**config.mk**
```make
export PLATFORM = sky130hd
export DESIGN_NAME = scs_ctrl
export DESIGN_NICKNAME = d
export VERILOG_FILES = /design/src/sv/scs_pkg.sv /design/src/sv/scs_ctrl.sv
export SDC_FILE = /design/constraint.sdc
export NUM_CORES = 1
export LEC_CHECK = 0
export ABC_AREA = 1
export BUFFER_PORTS_ARGS = -buffer_cell sky130_fd_sc_hd__buf_2
export CORE_MARGIN = 2
export CORE_UTILIZATION = 51
export DETAILED_ROUTE_END_ITERATION = 8
export HOLD_SLACK_MARGIN = 0.12
export PLACE_DENSITY = 0.85
export SLEW_MARGIN = 15
export SYNTH_ARGS = -nofsm -noshare
export SYNTH_HDL_FRONTEND = slang
export SYNTH_SLANG_ARGS = --single-unit
```
**constraint.sdc**
```tcl
create_clock -name clk -period 2.35 [get_ports clk]
set_input_delay 0.235 -clock clk [delete_from_list [all_inputs] [get_ports clk]]
set_output_delay 0.235 -clock clk [all_outputs]
set_load 0.005 [all_outputs]
```
**src/sv/scs_pkg.sv**
```systemverilog
// ----------------------------------------------------------------------------
// scs_pkg: shared types and constants of the score command sequencer
// Event codes, request functions, score opcodes, the controller/datapath
// command and status bundles, and the note mapping.
// ----------------------------------------------------------------------------
package scs_pkg;

  // Default sizes
  localparam int SCORE_DEPTH_DEF  = 4096;
  localparam int MAX_COMMANDS_DEF = 62;

  // Field widths fixed by the interface
  localparam int FUNC_W  = 3;
  localparam int LADDR_W = 12;
  localparam int BYTE_W  = 8;
  localparam int FREQ_W  = 16;
  localparam int WAIT_W  = 16;
  localparam int KIND_W  = 3;
  localparam int NOTE_W  = 7;

  // Request functions
  typedef enum logic [FUNC_W-1:0] {
    FN_TICK  = 3'd0,
    FN_LOAD  = 3'd1,
    FN_START = 3'd2,
    FN_STOP  = 3'd3,
    FN_TONE  = 3'd4
  } func_t;

  // Result event kinds
  typedef enum logic [KIND_W-1:0] {
    EV_NONE     = 3'd0,
    EV_NOTE_ON  = 3'd1,
    EV_NOTE_OFF = 3'd2,
    EV_TONE_ON  = 3'd3,
    EV_ALL_OFF  = 3'd4,
    EV_ENDED    = 3'd5,
    EV_ERROR    = 3'd6
  } ev_kind_t;

  // Score opcodes (high nibble of a command byte)
  localparam logic [3:0] OP_NOTE_OFF = 4'h8;
  localparam logic [3:0] OP_NOTE_ON  = 4'h9;
  localparam logic [3:0] OP_RESTART  = 4'hE;
  localparam logic [3:0] OP_STOP     = 4'hF;

  // Note mapping thresholds
  localparam logic [NOTE_W-1:0] NOTE_LOW_LIMIT = 7'd48;
  localparam logic [NOTE_W-1:0] NOTE_LOW_ADD   = 7'd32;
  localparam logic [NOTE_W-1:0] NOTE_HIGH_SUB  = 7'd4;

  // Commands from controller to datapath
  typedef struct packed {
    logic     mem_wr;       // write load byte to score memory
    logic     rd;           // read byte at cursor, advance cursor
    logic     cur_clr;      // cursor to zero
    logic     cur_restore;  // cursor back to the last command address
    logic     tune_set;
    logic     tune_clr;
    logic     tone_set;
    logic     tone_clr;
    logic     wait_load;    // wait counter from tone length
    logic     wait_dec;
    logic     wait_hi;      // wait high byte from read data
    logic     wait_lo;      // wait low byte from read data
    logic     cnt_clr;
    logic     cnt_inc;
    logic     ch_latch;     // capture channel of current command
    logic     freq_latch;
    logic     emit;         // produce an event
    ev_kind_t ev_kind;
    logic     ev_ch;
    logic     flush;        // end of request: release held event as last
  } cmd_t;

  // Status from datapath to controller
  typedef struct packed {
    logic              wait_zero;
    logic              wait_one;
    logic              tone_active;
    logic              tune_active;
    logic              chan_open;
    logic [BYTE_W-1:0] rdata;
    logic              cnt_full;
    logic              emit_ok;
    logic              ch_ok;
    logic              ch;
  } status_t;

  // Map a score note number to the synth note number
  function automatic logic [NOTE_W-1:0] map_note(input logic [NOTE_W-1:0] n);
    if (n < NOTE_LOW_LIMIT) begin
      return NOTE_W'(n + NOTE_LOW_ADD);
    end else begin
      return NOTE_W'(n - NOTE_HIGH_SUB);
    end
  endfunction

endpackage

```
**src/sv/scs_ctrl.sv**
```systemverilog
// ----------------------------------------------------------------------------
// scs_ctrl: request dispatch and score walking controller
// Accepts one request at a time, walks score bytes through the datapath and
// schedules events, stalling whenever the result path is full.
// ----------------------------------------------------------------------------
module scs_ctrl (
  input  logic                        clk,
  input  logic                        rst_n,
  input  logic                        in_valid,
  output logic                        in_ready,
  input  logic [scs_pkg::FUNC_W-1:0]  in_func,
  input  scs_pkg::status_t            st,
  output scs_pkg::cmd_t               cmd
);

  typedef enum logic [10:0] {
    S_IDLE    = 11'b00000000001,
    S_RD      = 11'b00000000010,
    S_CMD     = 11'b00000000100,
    S_WLO     = 11'b00000001000,
    S_NOTE    = 11'b00000010000,
    S_TONEOFF = 11'b00000100000,
    S_STOP0   = 11'b00001000000,
    S_STOP1   = 11'b00010000000,
    S_STOPE   = 11'b00100000000,
    S_TONE    = 11'b01000000000,
    S_FINISH  = 11'b10000000000
  } state_t;

  state_t     state_r, state_nxt;
  logic [3:0] op;

  assign op       = st.rdata[7:4];
  assign in_ready = (state_r == S_IDLE);

  // Advance state
  always_ff @(posedge clk) begin
    if (!rst_n) begin
      state_r <= S_IDLE;
    end else begin
      state_r <= state_nxt;
    end
  end

  // Decode state and status into datapath commands
  always_comb begin
    cmd       = '0;
    cmd.ev_kind = scs_pkg::EV_NONE;
    state_nxt = state_r;
    case (state_r)
      S_IDLE: begin
        if (in_valid) begin
          case (in_func)
            scs_pkg::FN_TICK: begin
              if (!st.wait_zero) begin
                cmd.wait_dec = 1'b1;
                if (st.wait_one) state_nxt = S_TONEOFF;
              end
            end
            scs_pkg::FN_LOAD: begin
              cmd.mem_wr = 1'b1;
            end
            scs_pkg::FN_START: begin
              cmd.cur_clr  = 1'b1;
              cmd.tune_set = 1'b1;
              cmd.cnt_clr  = 1'b1;
              state_nxt    = S_RD;
            end
            scs_pkg::FN_STOP: begin
              cmd.tune_clr = 1'b1;
              state_nxt    = st.chan_open ? S_STOP0 : S_STOPE;
            end
            scs_pkg::FN_TONE: begin
              if (st.chan_open) begin
                cmd.tone_set   = 1'b1;
                cmd.wait_load  = 1'b1;
                cmd.freq_latch = 1'b1;
                state_nxt      = S_TONE;
              end
            end
            default: ;
          endcase
        end
      end

      // Fetch the next command byte
      S_RD: begin
        cmd.rd    = 1'b1;
        state_nxt = S_CMD;
      end

      // Interpret a command byte
      S_CMD: begin
        cmd.ch_latch = 1'b1;
        if (!st.rdata[7]) begin
          cmd.wait_hi = 1'b1;
          cmd.rd      = 1'b1;
          state_nxt   = S_WLO;
        end else if (op == scs_pkg::OP_STOP) begin
          if (st.emit_ok) begin
            cmd.tune_clr = 1'b1;
            cmd.emit     = 1'b1;
            cmd.ev_kind  = scs_pkg::EV_ENDED;
            state_nxt    = S_FINISH;
          end
        end else if (st.cnt_full) begin
          if (st.emit_ok) begin
            cmd.cur_restore = 1'b1;
            cmd.tune_clr    = 1'b1;
            cmd.emit        = 1'b1;
            cmd.ev_kind     = scs_pkg::EV_ERROR;
            state_nxt       = S_FINISH;
          end
        end else begin
          case (op)
            scs_pkg::OP_NOTE_OFF: begin
              if (st.rdata[3:1] == 3'd0) begin
                if (st.emit_ok) begin
                  cmd.cnt_inc = 1'b1;
                  cmd.emit    = 1'b1;
                  cmd.ev_kind = scs_pkg::EV_NOTE_OFF;
                  cmd.ev_ch   = st.rdata[0];
                  state_nxt   = S_RD;
                end
              end else begin
                cmd.cnt_inc = 1'b1;
                state_nxt   = S_RD;
              end
            end
            scs_pkg::OP_NOTE_ON: begin
              cmd.cnt_inc = 1'b1;
              cmd.rd      = 1'b1;
              state_nxt   = S_NOTE;
            end
            scs_pkg::OP_RESTART: begin
              cmd.cnt_inc = 1'b1;
              cmd.cur_clr = 1'b1;
              state_nxt   = S_RD;
            end
            default: begin
              cmd.cnt_inc = 1'b1;
              state_nxt   = S_RD;
            end
          endcase
        end
      end

      // Low byte of a wait ends the walk
      S_WLO: begin
        cmd.wait_lo = 1'b1;
        state_nxt   = S_FINISH;
      end

      // Note byte of a note on
      S_NOTE: begin
        if (st.chan_open && st.ch_ok && !st.rdata[7]) begin
          if (st.emit_ok) begin
            cmd.emit    = 1'b1;
            cmd.ev_kind = scs_pkg::EV_NOTE_ON;
            cmd.ev_ch   = st.ch;
            state_nxt   = S_RD;
          end
        end else begin
          state_nxt = S_RD;
        end
      end

      // Wait expired: silence the tone if one sounds, then resume the score if one is playing
      S_TONEOFF: begin
        if (st.tone_active) begin
          if (st.emit_ok) begin
            cmd.tone_clr = 1'b1;
            cmd.emit     = 1'b1;
            cmd.ev_kind  = scs_pkg::EV_ALL_OFF;
            cmd.cnt_clr  = 1'b1;
            state_nxt    = st.tune_active ? S_RD : S_FINISH;
          end
        end else begin
          cmd.cnt_clr = 1'b1;
          state_nxt   = st.tune_active ? S_RD : S_FINISH;
        end
      end

      S_STOP0: begin
        if (st.emit_ok) begin
          cmd.emit    = 1'b1;
          cmd.ev_kind = scs_pkg::EV_NOTE_OFF;
          state_nxt   = S_STOP1;
        end
      end

      S_STOP1: begin
        if (st.emit_ok) begin
          cmd.emit    = 1'b1;
          cmd.ev_kind = scs_pkg::EV_NOTE_OFF;
          cmd.ev_ch   = 1'b1;
          state_nxt   = S_STOPE;
        end
      end

      S_STOPE: begin
        if (st.emit_ok) begin
          cmd.emit    = 1'b1;
          cmd.ev_kind = scs_pkg::EV_ENDED;
          state_nxt   = S_FINISH;
        end
      end

      S_TONE: begin
        if (st.emit_ok) begin
          cmd.emit    = 1'b1;
          cmd.ev_kind = scs_pkg::EV_TONE_ON;
          state_nxt   = S_FINISH;
        end
      end

      // Release the held event marked as last
      S_FINISH: begin
        if (st.emit_ok) begin
          cmd.flush = 1'b1;
          state_nxt = S_IDLE;
        end
      end

      default: state_nxt = S_IDLE;
    endcase
  end

endmodule

```
==> results of run 1 <==
cells in the mapped netlist (all sizes together) (2+ instances only):
library cell	instances	area share [%]
a21oi	13	5.5
inv	38	11
nor2	42	18
o21ai	11	4.4
nand3	19	8.5
nand2	69	23
buf	3	1.6
nor4	2	1.0
nor3	6	2.4
dfxtp	11	18
per-stage QoR:
step	total power, mW	area, um2	setup WS, ns
floorplan	0.639	1240	0.595
global placement	0.774	1480	0.631
detailed placement	0.779	1480	0.582
CTS	0.912	1510	0.243
global route	0.998	1510	0.0117
finish	0.911	1510	0.260
how the worst max path moves through the flow:
stage | start | endpoint | slack, ns | cells after the start
floorplan | state_r[8]$_SDFFE_PN0P_ | cmd[13] | 0.59 | 8
global placement | state_r[8]$_SDFFE_PN0P_ | cmd[15] | 0.63 | 8
detailed placement | state_r[8]$_SDFFE_PN0P_ | cmd[18] | 0.58 | 10
CTS | state_r[6]$_SDFFE_PN0P_ | cmd[15] | 0.24 | 8
global route | state_r[6]$_SDFFE_PN0P_ | cmd[13] | 0.01 | 8
finish | state_r[6]$_SDFFE_PN0P_ | cmd[18] | 0.26 | 10
power by group through the flow:
stage / logic, mW / clock network, mW / registers [mW]
detailed placement: 0.548 / 0 / 0.231
CTS: 0.550 / 0.136 / 0.227
global route: 0.622 / 0.147 / 0.230
finish: 0.551 / 0.132 / 0.228
global placement: 0.544 / 0 / 0.230
floorplan: 0.416 / 0 / 0.223
final cells by class:
cell class	instances	share of cell area, %
sequential	11	14.6
multi-input combinational	172	56.8
clock inverter	1	0.332
timing repair buffer	45	15.0
tap	28	2.33
inverter	38	9.47
clock buffer	3	1.50
routing by layer:
layer	vias to the layer above	share of wire, %	global-route usage [%]
met4	0	0.64	6.84
met3	4	8.1	7.63
met1	687	44	33.6
li1	803	-	-
met5	-	0	0
met2	55	48	45.3
worst max-delay path, cell delays in order, from the launching register on:
cell and delay [ns]:
dfxtp_1 0.34, nor2_1 0.16, nand2_1 0.12, nor2_4 0.16, nand2_4 0.11, nor2_8 0.12
inv_1 0.08, nor2_1 0.12, inv_1 0.08, nor3b_2 0.15, buf_2 0.13
cell families (layout without fill, tap and decap cells):
family / after synthesis / in the layout / synth area share [%]
simple gates: 142 / 142 / 55.3
compound gates: 30 / 30 / 13.6
flops: 11 / 11 / 17.7
buf+inv: 42 / 87 / 13.4
==> reports/results.ini, run 1 <==
[cts]
clkLatencyLatePin_ns = 0.28
clockRootBuffer = clkbuf_4
cts.clk_slew.worst_paths_ns = 0.07
cts_tree = yes
clk_path_buf_depth = 2
postCtsHoldBufs = 0
cts_resized = 0
post_cts_buffers = 0
htreeDepth = 1
clock-sinks = 11
cts_buffers = 3

[power_and_ir_drop]
p_sw_uw = 462
p_int_uw = 449
swShare_pct = 50.7
powerDensity_mw_per_mm2 = 605
vdd_ir_drop_max_v = 0.000582
pwr-share-seq_pct = 25.1
comb_power_share_pct = 60.5
p_leak_nw = 0.844
p_clk_share_pct = 14.5

[floorplanning]
die_w_um = 53.4
die_h_um = 53.4
die_area_mm2 = 0.00285
start_util_pct = 55.1
coreArea_mm2 = 0.00225
ioPinCount = 46
rows = 17

[place]
hpwl_mm = 2.89
io_buffers = 45
place.gp.congestion = 0.930
post-place-cells = 294

[sta]
finalCritPeriodShare_pct = 88.9
fin_skew_ns = 0.00386
rsz0062_at_grt = no
period_minus_slack_ns = 2.09
whs_ns = 0.187
maxSlewHeadroom_pct = 72.5
max_freq_mhz = 478
worstMarginPinSlew_ns = 0.412
maxSlewViolCount = 0
setup_tns_ns = 0
finalSetupViolCount = 0
hold_violations = 0

[status]
status = complete, no violations

[finish]
ff_latch_area_um2 = 220
regMostFlops = state_r
fillers = 237
mostFrequentLayoutCells = 60 x nand2_1, 45 x buf_2, 35 x inv_1
drive_above_1_share_pct = 27.8
final_common_cell = nand2_1
nets = 294
syn2layout_area_growth_pct = 21.2
reg_top3 = state_r: 11 flops
multi_input_area_um2 = 856
utilization_pct = 66.8
diodes = 0
largest_register_ffs = 11
finalNonFillerCells = 298

[routing]
wirelength_mm = 3.43
via_count = 1549
ant_nets = 0
drt_iter0_drc = 42
wire_per_inst_um = 11.5
drc = 0
first_pass_iters = 5
routed_via_density = 5.20

[critical_path]
ff2ff_path_depth = 11
start_kind = flop
cp-end-kind = primary output
r2r_end = state_r[8]$_SDFFE_PN0P_
critPathRequiredTime_ns = 2.12
r2r_setup_slack_ns = 0.71
crit_fanout = 6
cp.arrival_ns = 1.86
rr_startpoint = state_r[6]$_SDFFE_PN0P_
worstSetupPathType = flop to primary output

[synthesis]
synth_area_mm2 = 0.00124
synth-main-ff-cell = dfxtp_1
async_flop_share_pct = 0
syn_nets = 248
syn_inst = 225
synth.distinct_cells = 30
synth_edf_count = 0
yosys_warnings = 0
synth-seq-cells = 11
ys_seq_area_share_pct = 17.7
synth_area_per_cell_um2 = 5.52

[global_route]
grt_pass1_vias = 1338
grt_use_total_pct = 27.0
grt_start_max_net_pins = 14
antenna_found_initial = 0
grt_pass1_wl_mm = 5.62
grt-ovfl-total = 0

[worst_hold_path]
hold_path_class = primary input to flop
hold_path_startpoint = rst_n
holdPathStages = 2
holdPathEnd = state_r[0]$_SDFFE_PN1P_

[job]
max_cap_viol_count = 0

Power figures use the tool's default switching activity.
==> run 2, diff against run 1 <==
--- a/config.mk
+++ b/config.mk
@@ -8,10 +8,10 @@
 export ABC_AREA = 1
 export BUFFER_PORTS_ARGS = -buffer_cell sky130_fd_sc_hd__buf_2
 export CORE_MARGIN = 2
-export CORE_UTILIZATION = 51
+export CORE_UTILIZATION = 49
 export DETAILED_ROUTE_END_ITERATION = 8
 export HOLD_SLACK_MARGIN = 0.12
-export PLACE_DENSITY = 0.85
+export PLACE_DENSITY = 0.82
 export SLEW_MARGIN = 15
 export SYNTH_ARGS = -nofsm -noshare
 export SYNTH_HDL_FRONTEND = slang
==> constraint.sdc (replaced) <==
create_clock -name clk -period 2.26 [get_ports clk]
set_input_delay 0.226 -clock clk [delete_from_list [all_inputs] [get_ports clk]]
set_output_delay 0.226 -clock clk [all_outputs]
set_load 0.005 [all_outputs]
==> run 2 against run 1 <==
Non-clock buffer count unchanged. Clock-buffer cell count increased by 1. Global-route usage is 2.0 points lower. Clock power is 4% higher. Sequential share of layout area hardly changed. Routed wire length shrank 4.0%. Clock skew up 0.0033 ns. Flip-flop and latch count did not move. Via count decreased by 2.1%. Combinational power up 5.1%. Die area increased by 3.8%. Critical endpoint is now cmd[19].
==> reports/results.ini, run 2 (synthesis results as in run 1) <==
[power_and_ir_drop]
pwr-share-seq_pct = 24.6  ; was 25.1%
vdd_ir_drop_max_v = 0.000578  ; was 0.000582 V
p_leak_nw = 0.841  ; was 0.844 nW
swShare_pct = 50.5  ; was 50.7%
p_sw_uw = 479  ; was 462 uW
p_clk_share_pct = 14.4  ; was 14.5%
p_int_uw = 470  ; was 449 uW
powerDensity_mw_per_mm2 = 629  ; was 605 mW/mm2
comb_power_share_pct = 61.0  ; was 60.5%

[sta]
whs_ns = 0.224  ; was 0.187 ns
finalSetupViolCount = 0  ; unchanged
setup_tns_ns = 0  ; unchanged
maxSlewViolCount = 0  ; unchanged
maxSlewHeadroom_pct = 71.0  ; was 72.5%
max_freq_mhz = 487
rsz0062_at_grt = no  ; unchanged
finalCritPeriodShare_pct = 90.9
period_minus_slack_ns = 2.05
fin_skew_ns = 0.00712  ; was 0.00386 ns
worstMarginPinSlew_ns = 0.434  ; was 0.412 ns
hold_violations = 0  ; unchanged

[routing]
wirelength_mm = 3.30  ; was 3.43 mm
ant_nets = 0  ; unchanged
routed_via_density = 5.05  ; was 5.20
first_pass_iters = 4  ; was 5
via_count = 1516  ; was 1549
drt_iter0_drc = 48  ; was 42
wire_per_inst_um = 11.0  ; was 11.5 um
drc = 0  ; unchanged

[finish]
reg_top3 = state_r: 11 flops  ; unchanged
final_common_cell = nand2_1  ; unchanged
mostFrequentLayoutCells = 60 x nand2_1, 45 x buf_2, 35 x inv_1  ; unchanged
utilization_pct = 62.0  ; was 66.8%
diodes = 0  ; unchanged
drive_above_1_share_pct = 27.4  ; was 27.8%
fillers = 257  ; was 237
nets = 294  ; unchanged
finalNonFillerCells = 300  ; was 298
syn2layout_area_growth_pct = 21.3  ; was 21.2%
multi_input_area_um2 = 856  ; unchanged
largest_register_ffs = 11  ; unchanged
ff_latch_area_um2 = 220  ; unchanged
regMostFlops = state_r  ; unchanged

[floorplanning]
ioPinCount = 46  ; unchanged
die_area_mm2 = 0.00295  ; was 0.00285 mm2
start_util_pct = 51.1  ; was 55.1%
coreArea_mm2 = 0.00243  ; was 0.00225 mm2
die_w_um = 54.4  ; was 53.4 um
rows = 18  ; was 17
die_h_um = 54.4  ; was 53.4 um

[job]
max_cap_viol_count = 0  ; unchanged

[cts]
cts.clk_slew.worst_paths_ns = 0.07  ; about the same
cts_tree = yes  ; unchanged
clock-sinks = 11  ; unchanged
cts_buffers = 3  ; unchanged
post_cts_buffers = 0  ; unchanged
postCtsHoldBufs = 0  ; unchanged
cts_resized = 0  ; unchanged
clk_path_buf_depth = 2  ; unchanged
clockRootBuffer = clkbuf_4  ; unchanged
clkLatencyLatePin_ns = 0.28  ; about the same
htreeDepth = 1  ; unchanged

[place]
place.gp.congestion = 0.882  ; was 0.930
post-place-cells = 296  ; was 294
hpwl_mm = 2.81  ; was 2.89 mm
io_buffers = 45  ; unchanged

[worst_hold_path]
hold_path_class = primary input to flop  ; unchanged
hold_path_startpoint = rst_n  ; unchanged

[status]
status = complete, no violations  ; unchanged

[critical_path]
startpoint = state_r[8]$_SDFFE_PN0P_  ; was state_r[6]$_SDFFE_PN0P_
worstSetupPathType = flop to primary output  ; unchanged
start_kind = flop  ; unchanged
rr_startpoint = state_r[2]$_SDFFE_PN0P_  ; was state_r[6]$_SDFFE_PN0P_
critPathRequiredTime_ns = 2.03  ; was 2.12 ns
crit_fanout = 5  ; was 6
cp.arrival_ns = 1.83  ; was 1.86 ns
cp-end-kind = primary output  ; unchanged

[global_route]
grt_pass1_vias = 1333  ; was 1338
grt_use_total_pct = 25.0  ; was 27.0%
antenna_found_initial = 0  ; unchanged
grt_pass1_wl_mm = 5.40  ; was 5.62 mm
grt_start_max_net_pins = 14  ; unchanged
grt-ovfl-total = 0  ; unchanged

[run 2: area by class of cell]
cell class	instances	share of cell area [%]
Timing Repair Buffer	45	14.9
Clock buffer	4	1.74
Sequential cell	11	14.6
Inverter	38	9.46
Tap cell	30	2.49
Multi-Input combinational cell	172	56.8
[run 2: worst paths after layout]
kind                                            endpoint  slack [ns]  cells after the start
worst max-delay path                             cmd[19]        0.21                     10
worst min-delay path             state_r[0]$_SDFFE_PN1P_        0.22                      2
worst max register to register  state_r[10]$_SDFFE_PN0P_        0.60                     11
worst min register to register   state_r[9]$_SDFFE_PN0P_        0.49                      2
[run 2: per-layer routing]
metal / wire length [um] / up-vias / GRT usage (%)
li1: - / 807 / -
met1: 1500 / 661 / 30.5
met2: 1560 / 44 / 44.2
met3: 210 / 4 / 6.28
met4: 29 / 0 / 5.00
met5: 0 / - / 0
[run 2: per-stage QoR]
stage               instance area, um2  setup WS, ns  total power, mW
global placement                  1480         0.508            0.807
global route                      1510        0.0285             1.03
finish                            1510         0.206            0.949
CTS                               1510         0.196            0.953
floorplan                         1240         0.514            0.665
detailed placement                1480         0.518            0.810
[run 2: critical path: stages (launching register included)]
cell	delay [ns]
dfxtp_1	0.34
nor2_1	0.14
nand2_2	0.10
nor2_4	0.18
nand2_2	0.12
inv_2	0.10
nand3_1	0.11
nor2_1	0.13
inv_1	0.08
o41ai_1	0.06
buf_2	0.17
[run 2: power groups by stage]
stage          Clock (mW)  Sequential (mW)  Combinational [mW]
6_report            0.137            0.234               0.579
5_1_grt             0.149            0.235               0.645
3_3_place_gp            0            0.236               0.571
3_5_place_dp            0            0.237               0.573
4_1_cts             0.142            0.233               0.577
2_1_floorplan           0            0.232               0.433
==> run 3, diff against run 2 <==
--- a/config.mk
+++ b/config.mk
@@ -5,13 +5,12 @@
 export SDC_FILE = /design/constraint.sdc
 export NUM_CORES = 1
 export LEC_CHECK = 0
-export ABC_AREA = 1
 export BUFFER_PORTS_ARGS = -buffer_cell sky130_fd_sc_hd__buf_2
 export CORE_MARGIN = 2
-export CORE_UTILIZATION = 49
+export CORE_UTILIZATION = 50
 export DETAILED_ROUTE_END_ITERATION = 8
 export HOLD_SLACK_MARGIN = 0.12
-export PLACE_DENSITY = 0.82
+export PLACE_DENSITY = 0.83
 export SLEW_MARGIN = 15
 export SYNTH_ARGS = -nofsm -noshare
 export SYNTH_HDL_FRONTEND = slang
==> run 3 against run 2 <==
Area after synthesis grew 2.7%. Global-route usage grew 5.3 points. Via count grew 17%. Largest cell class unchanged. Critical path type unchanged. Critical endpoint is now cmd[2]. Largest power group unchanged.
==> reports/results.ini, run 3 <==
[sta]
finalCritPeriodShare_pct = 97.3  ; was 90.9%
setup_tns_ns = 0  ; unchanged
whs_ns = 0.199  ; was 0.224 ns
rsz0062_at_grt = no  ; unchanged
hold_violations = 0  ; unchanged
fin_skew_ns = 0.00347  ; was 0.00712 ns
maxSlewViolCount = 0  ; unchanged
worstMarginPinSlew_ns = 0.422  ; was 0.434 ns
maxSlewHeadroom_pct = 71.6  ; was 71.0%
finalSetupViolCount = 0  ; unchanged
max_freq_mhz = 455  ; was 487 MHz
period_minus_slack_ns = 2.20  ; was 2.05 ns

[synthesis]
synth-main-ff-cell = dfxtp_1  ; unchanged
yosys.area.top_type = dfxtp_1  ; was nand2_1
ys_seq_area_share_pct = 17.3  ; was 17.7%
syn_nets = 206  ; was 248
synth-seq-cells = 11  ; unchanged
yosys_warnings = 0  ; unchanged
synthTopCellsByArea = dfxtp_1 17%, nor2_1 6.2%, nand3_1 3.9%  ; was nand2_1 18%, dfxtp_1 18%, inv_1 11%
synth_area_per_cell_um2 = 6.97  ; was 5.52 um2
synth_area_mm2 = 0.00128  ; was 0.00124 mm2
synth_top_area_share_pct = 17.3  ; was 18.1%
synth_commonest_cells = 21 x nor2_1, 13 x nand2_1, 11 x dfxtp_1, 11 x inv_1  ; was 60 x nand2_1, 35 x inv_1, 32 x nor2_1
yosysMostFrequentCell = nor2_1  ; was nand2_1
async_flop_share_pct = 0  ; unchanged
synth_edf_count = 0  ; unchanged
synth.distinct_cells = 56  ; was 30
syn_inst = 183  ; was 225

[place]
post-place-cells = 258  ; was 296
hpwl_mm = 3.20  ; was 2.81 mm
dpl-instance-area_mm2 = 0.00156  ; was 0.00148 mm2
place.gp.congestion = 0.973  ; was 0.882
io_buffers = 45  ; unchanged

[routing]
via_count = 1767  ; was 1516
wirelength_mm = 4.60  ; was 3.30 mm
routed_via_density = 6.50  ; was 5.05
drt_iter0_drc = 138  ; was 48
ant_nets = 0  ; unchanged
first_pass_iters = 5  ; was 4
wire_per_inst_um = 16.9  ; was 11.0 um
drc = 0  ; unchanged

[critical_path]
rr_startpoint = state_r[6]$_SDFFE_PN0P_  ; was state_r[2]$_SDFFE_PN0P_
r2r_setup_slack_ns = 0.17  ; was 0.60 ns
r2r_end = state_r[7]$_SDFFE_PN0P_  ; was state_r[10]$_SDFFE_PN0P_
crit_fanout = 6  ; was 5
critPathRequiredTime_ns = 2.03  ; about the same
worstSetupPathType = flop to primary output  ; unchanged
cp.arrival_ns = 1.97  ; was 1.83 ns
cp-end-kind = primary output  ; unchanged
ff2ff_path_depth = 8  ; was 11
start_kind = flop  ; unchanged

[finish]
utilization_pct = 71.4  ; was 62.0%
final_area_mm2 = 0.00175  ; was 0.00151 mm2
diodes = 0  ; unchanged
syn2layout_area_growth_pct = 37.3  ; was 21.3%
reg_top3 = state_r: 11 flops  ; unchanged
fillers = 204  ; was 257
finalNonFillerCells = 272  ; was 300
drive_above_1_share_pct = 39.7  ; was 27.4%
largest_register_ffs = 11  ; unchanged
regMostFlops = state_r  ; unchanged
nets = 266  ; was 294
mostFrequentLayoutCells = 45 x buf_2, 20 x nor2_1, 20 x buf_4  ; was 60 x nand2_1, 45 x buf_2, 35 x inv_1
final_common_cell = buf_2  ; was nand2_1

[floorplanning]
coreArea_mm2 = 0.00245  ; was 0.00243 mm2
die_w_um = 54.5  ; was 54.4 um
ioPinCount = 46  ; unchanged
die_area_mm2 = 0.00297  ; was 0.00295 mm2
start_util_pct = 52.0  ; was 51.1%
die_h_um = 54.5  ; was 54.4 um
rows = 18  ; unchanged

[worst_hold_path]
holdPathEnd = state_r[0]$_SDFFE_PN1P_  ; unchanged
hold_path_class = primary input to flop  ; unchanged
hold_path_startpoint = rst_n  ; unchanged
holdPathStages = 2  ; unchanged

[job]
max_cap_viol_count = 0  ; unchanged

[global_route]
grt_use_total_pct = 30.3  ; was 25.0%
antenna_found_initial = 0  ; unchanged
grtUsageMet1_pct = 41.6  ; was 30.5%
grt_pass1_vias = 1400  ; was 1333
grt_pass1_wl_mm = 6.51  ; was 5.40 mm
top_usage_layer = met2  ; unchanged
met2_usage_pct = 47.0  ; was 44.2%
grt_start_max_net_pins = 13  ; was 14
met3_usage_pct = 9.02  ; was 6.28%
grt-ovfl-total = 0  ; unchanged

[power_and_ir_drop]
p_leak_nw = 0.779  ; was 0.841 nW
vdd_ir_drop_max_v = 0.000557  ; was 0.000578 V
powerDensity_mw_per_mm2 = 735  ; was 629 mW/mm2

[cts]
cts_tree = yes  ; unchanged
clock-sinks = 11  ; unchanged
clk_path_buf_depth = 2  ; unchanged
postCtsHoldBufs = 0  ; unchanged
clockRootBuffer = clkbuf_4  ; unchanged
clkLatencyLatePin_ns = 0.27  ; was 0.28 ns
htreeDepth = 1  ; unchanged
cts.clk_slew.worst_paths_ns = 0.08  ; was 0.07 ns
cts_buffers = 3  ; unchanged

[status]
status = complete, no violations  ; unchanged

run 3: cells by family after synthesis:
family | synth area share, %
muxes | 1.67
DFF | 17.3
and+or+nand+nor | 44.5
xor gates and xnor gates | 2.06
AOI/OAI and AO/OA | 26.1
buffers and inverters | 8.43
run 3: through the flow:
stage / setup slack, ns / total power, mW
2_1_floorplan: 0.203 / 0.690
3_3_place_gp: 0.209 / 0.929
6_report: 0.0617 / 1.29
3_5_place_dp: 0.189 / 0.940
5_1_grt: 0.00114 / 1.36
4_1_cts: 0.0225 / 1.10
run 3: repair_timing:
item	CTS	global route
pin swaps	1	1
buffers inserted	1	9
setup endpoints to repair	10	18
resized for setup	5	15
run 3: worst max-delay path, stage by stage (launching register included):
cell and delay (ns):
dfxtp_1 0.39, nor4_4 0.27, buf_4 0.19, and3b_2 0.24, nand3_2 0.13, nor3_2 0.23, o31a_1 0.14, buf_2 0.11
run 3: layout make-up:
| class | instances | area [um2] | share of cell area [%] |
|---|---|---|---|
| well taps | 30 | 37.5 | 2.14 |
| clock buffers | 4 | 26.3 | 1.50 |
| repair buffers | 66 | 387 | 22.1 |
| inverters | 12 | 45.0 | 2.57 |
| multi-input cells | 149 | 1030 | 58.9 |
| flip-flops and latches | 11 | 225 | 12.9 |
run 3: layer usage:
metal  up-vias  part of all wire (%)  wire (um)
met3        18                    12        559
met2       124                    45       2090
met1       805                    40       1820
met4         0                   2.8        129
li1        820                     -          -
met5         -                     0          0
run 3: worst max path at each step:
stage	from	end	slack, ns	depth (start not counted)
floorplan	state_r[2]$_SDFFE_PN0P_	cmd[13]	0.20	6
global placement	state_r[2]$_SDFFE_PN0P_	state_r[8]$_SDFFE_PN0P_	0.21	7
detailed placement	state_r[6]$_SDFFE_PN0P_	cmd[2]	0.19	6
CTS	state_r[2]$_SDFFE_PN0P_	cmd[3]	0.02	7
global route	state_r[5]$_SDFFE_PN0P_	cmd[2]	0.001	8
finish	state_r[4]$_SDFFE_PN0P_	cmd[2]	0.06	7
run 3: where the power goes:
group | switching, mW | leakage [nW] | internal (mW) | total, mW
clock network | 0.0736 | 0.0150 | 0.0684 | 0.142
registers | 0.0494 | 0.0904 | 0.220 | 0.270
logic | 0.481 | 0.674 | 0.395 | 0.875
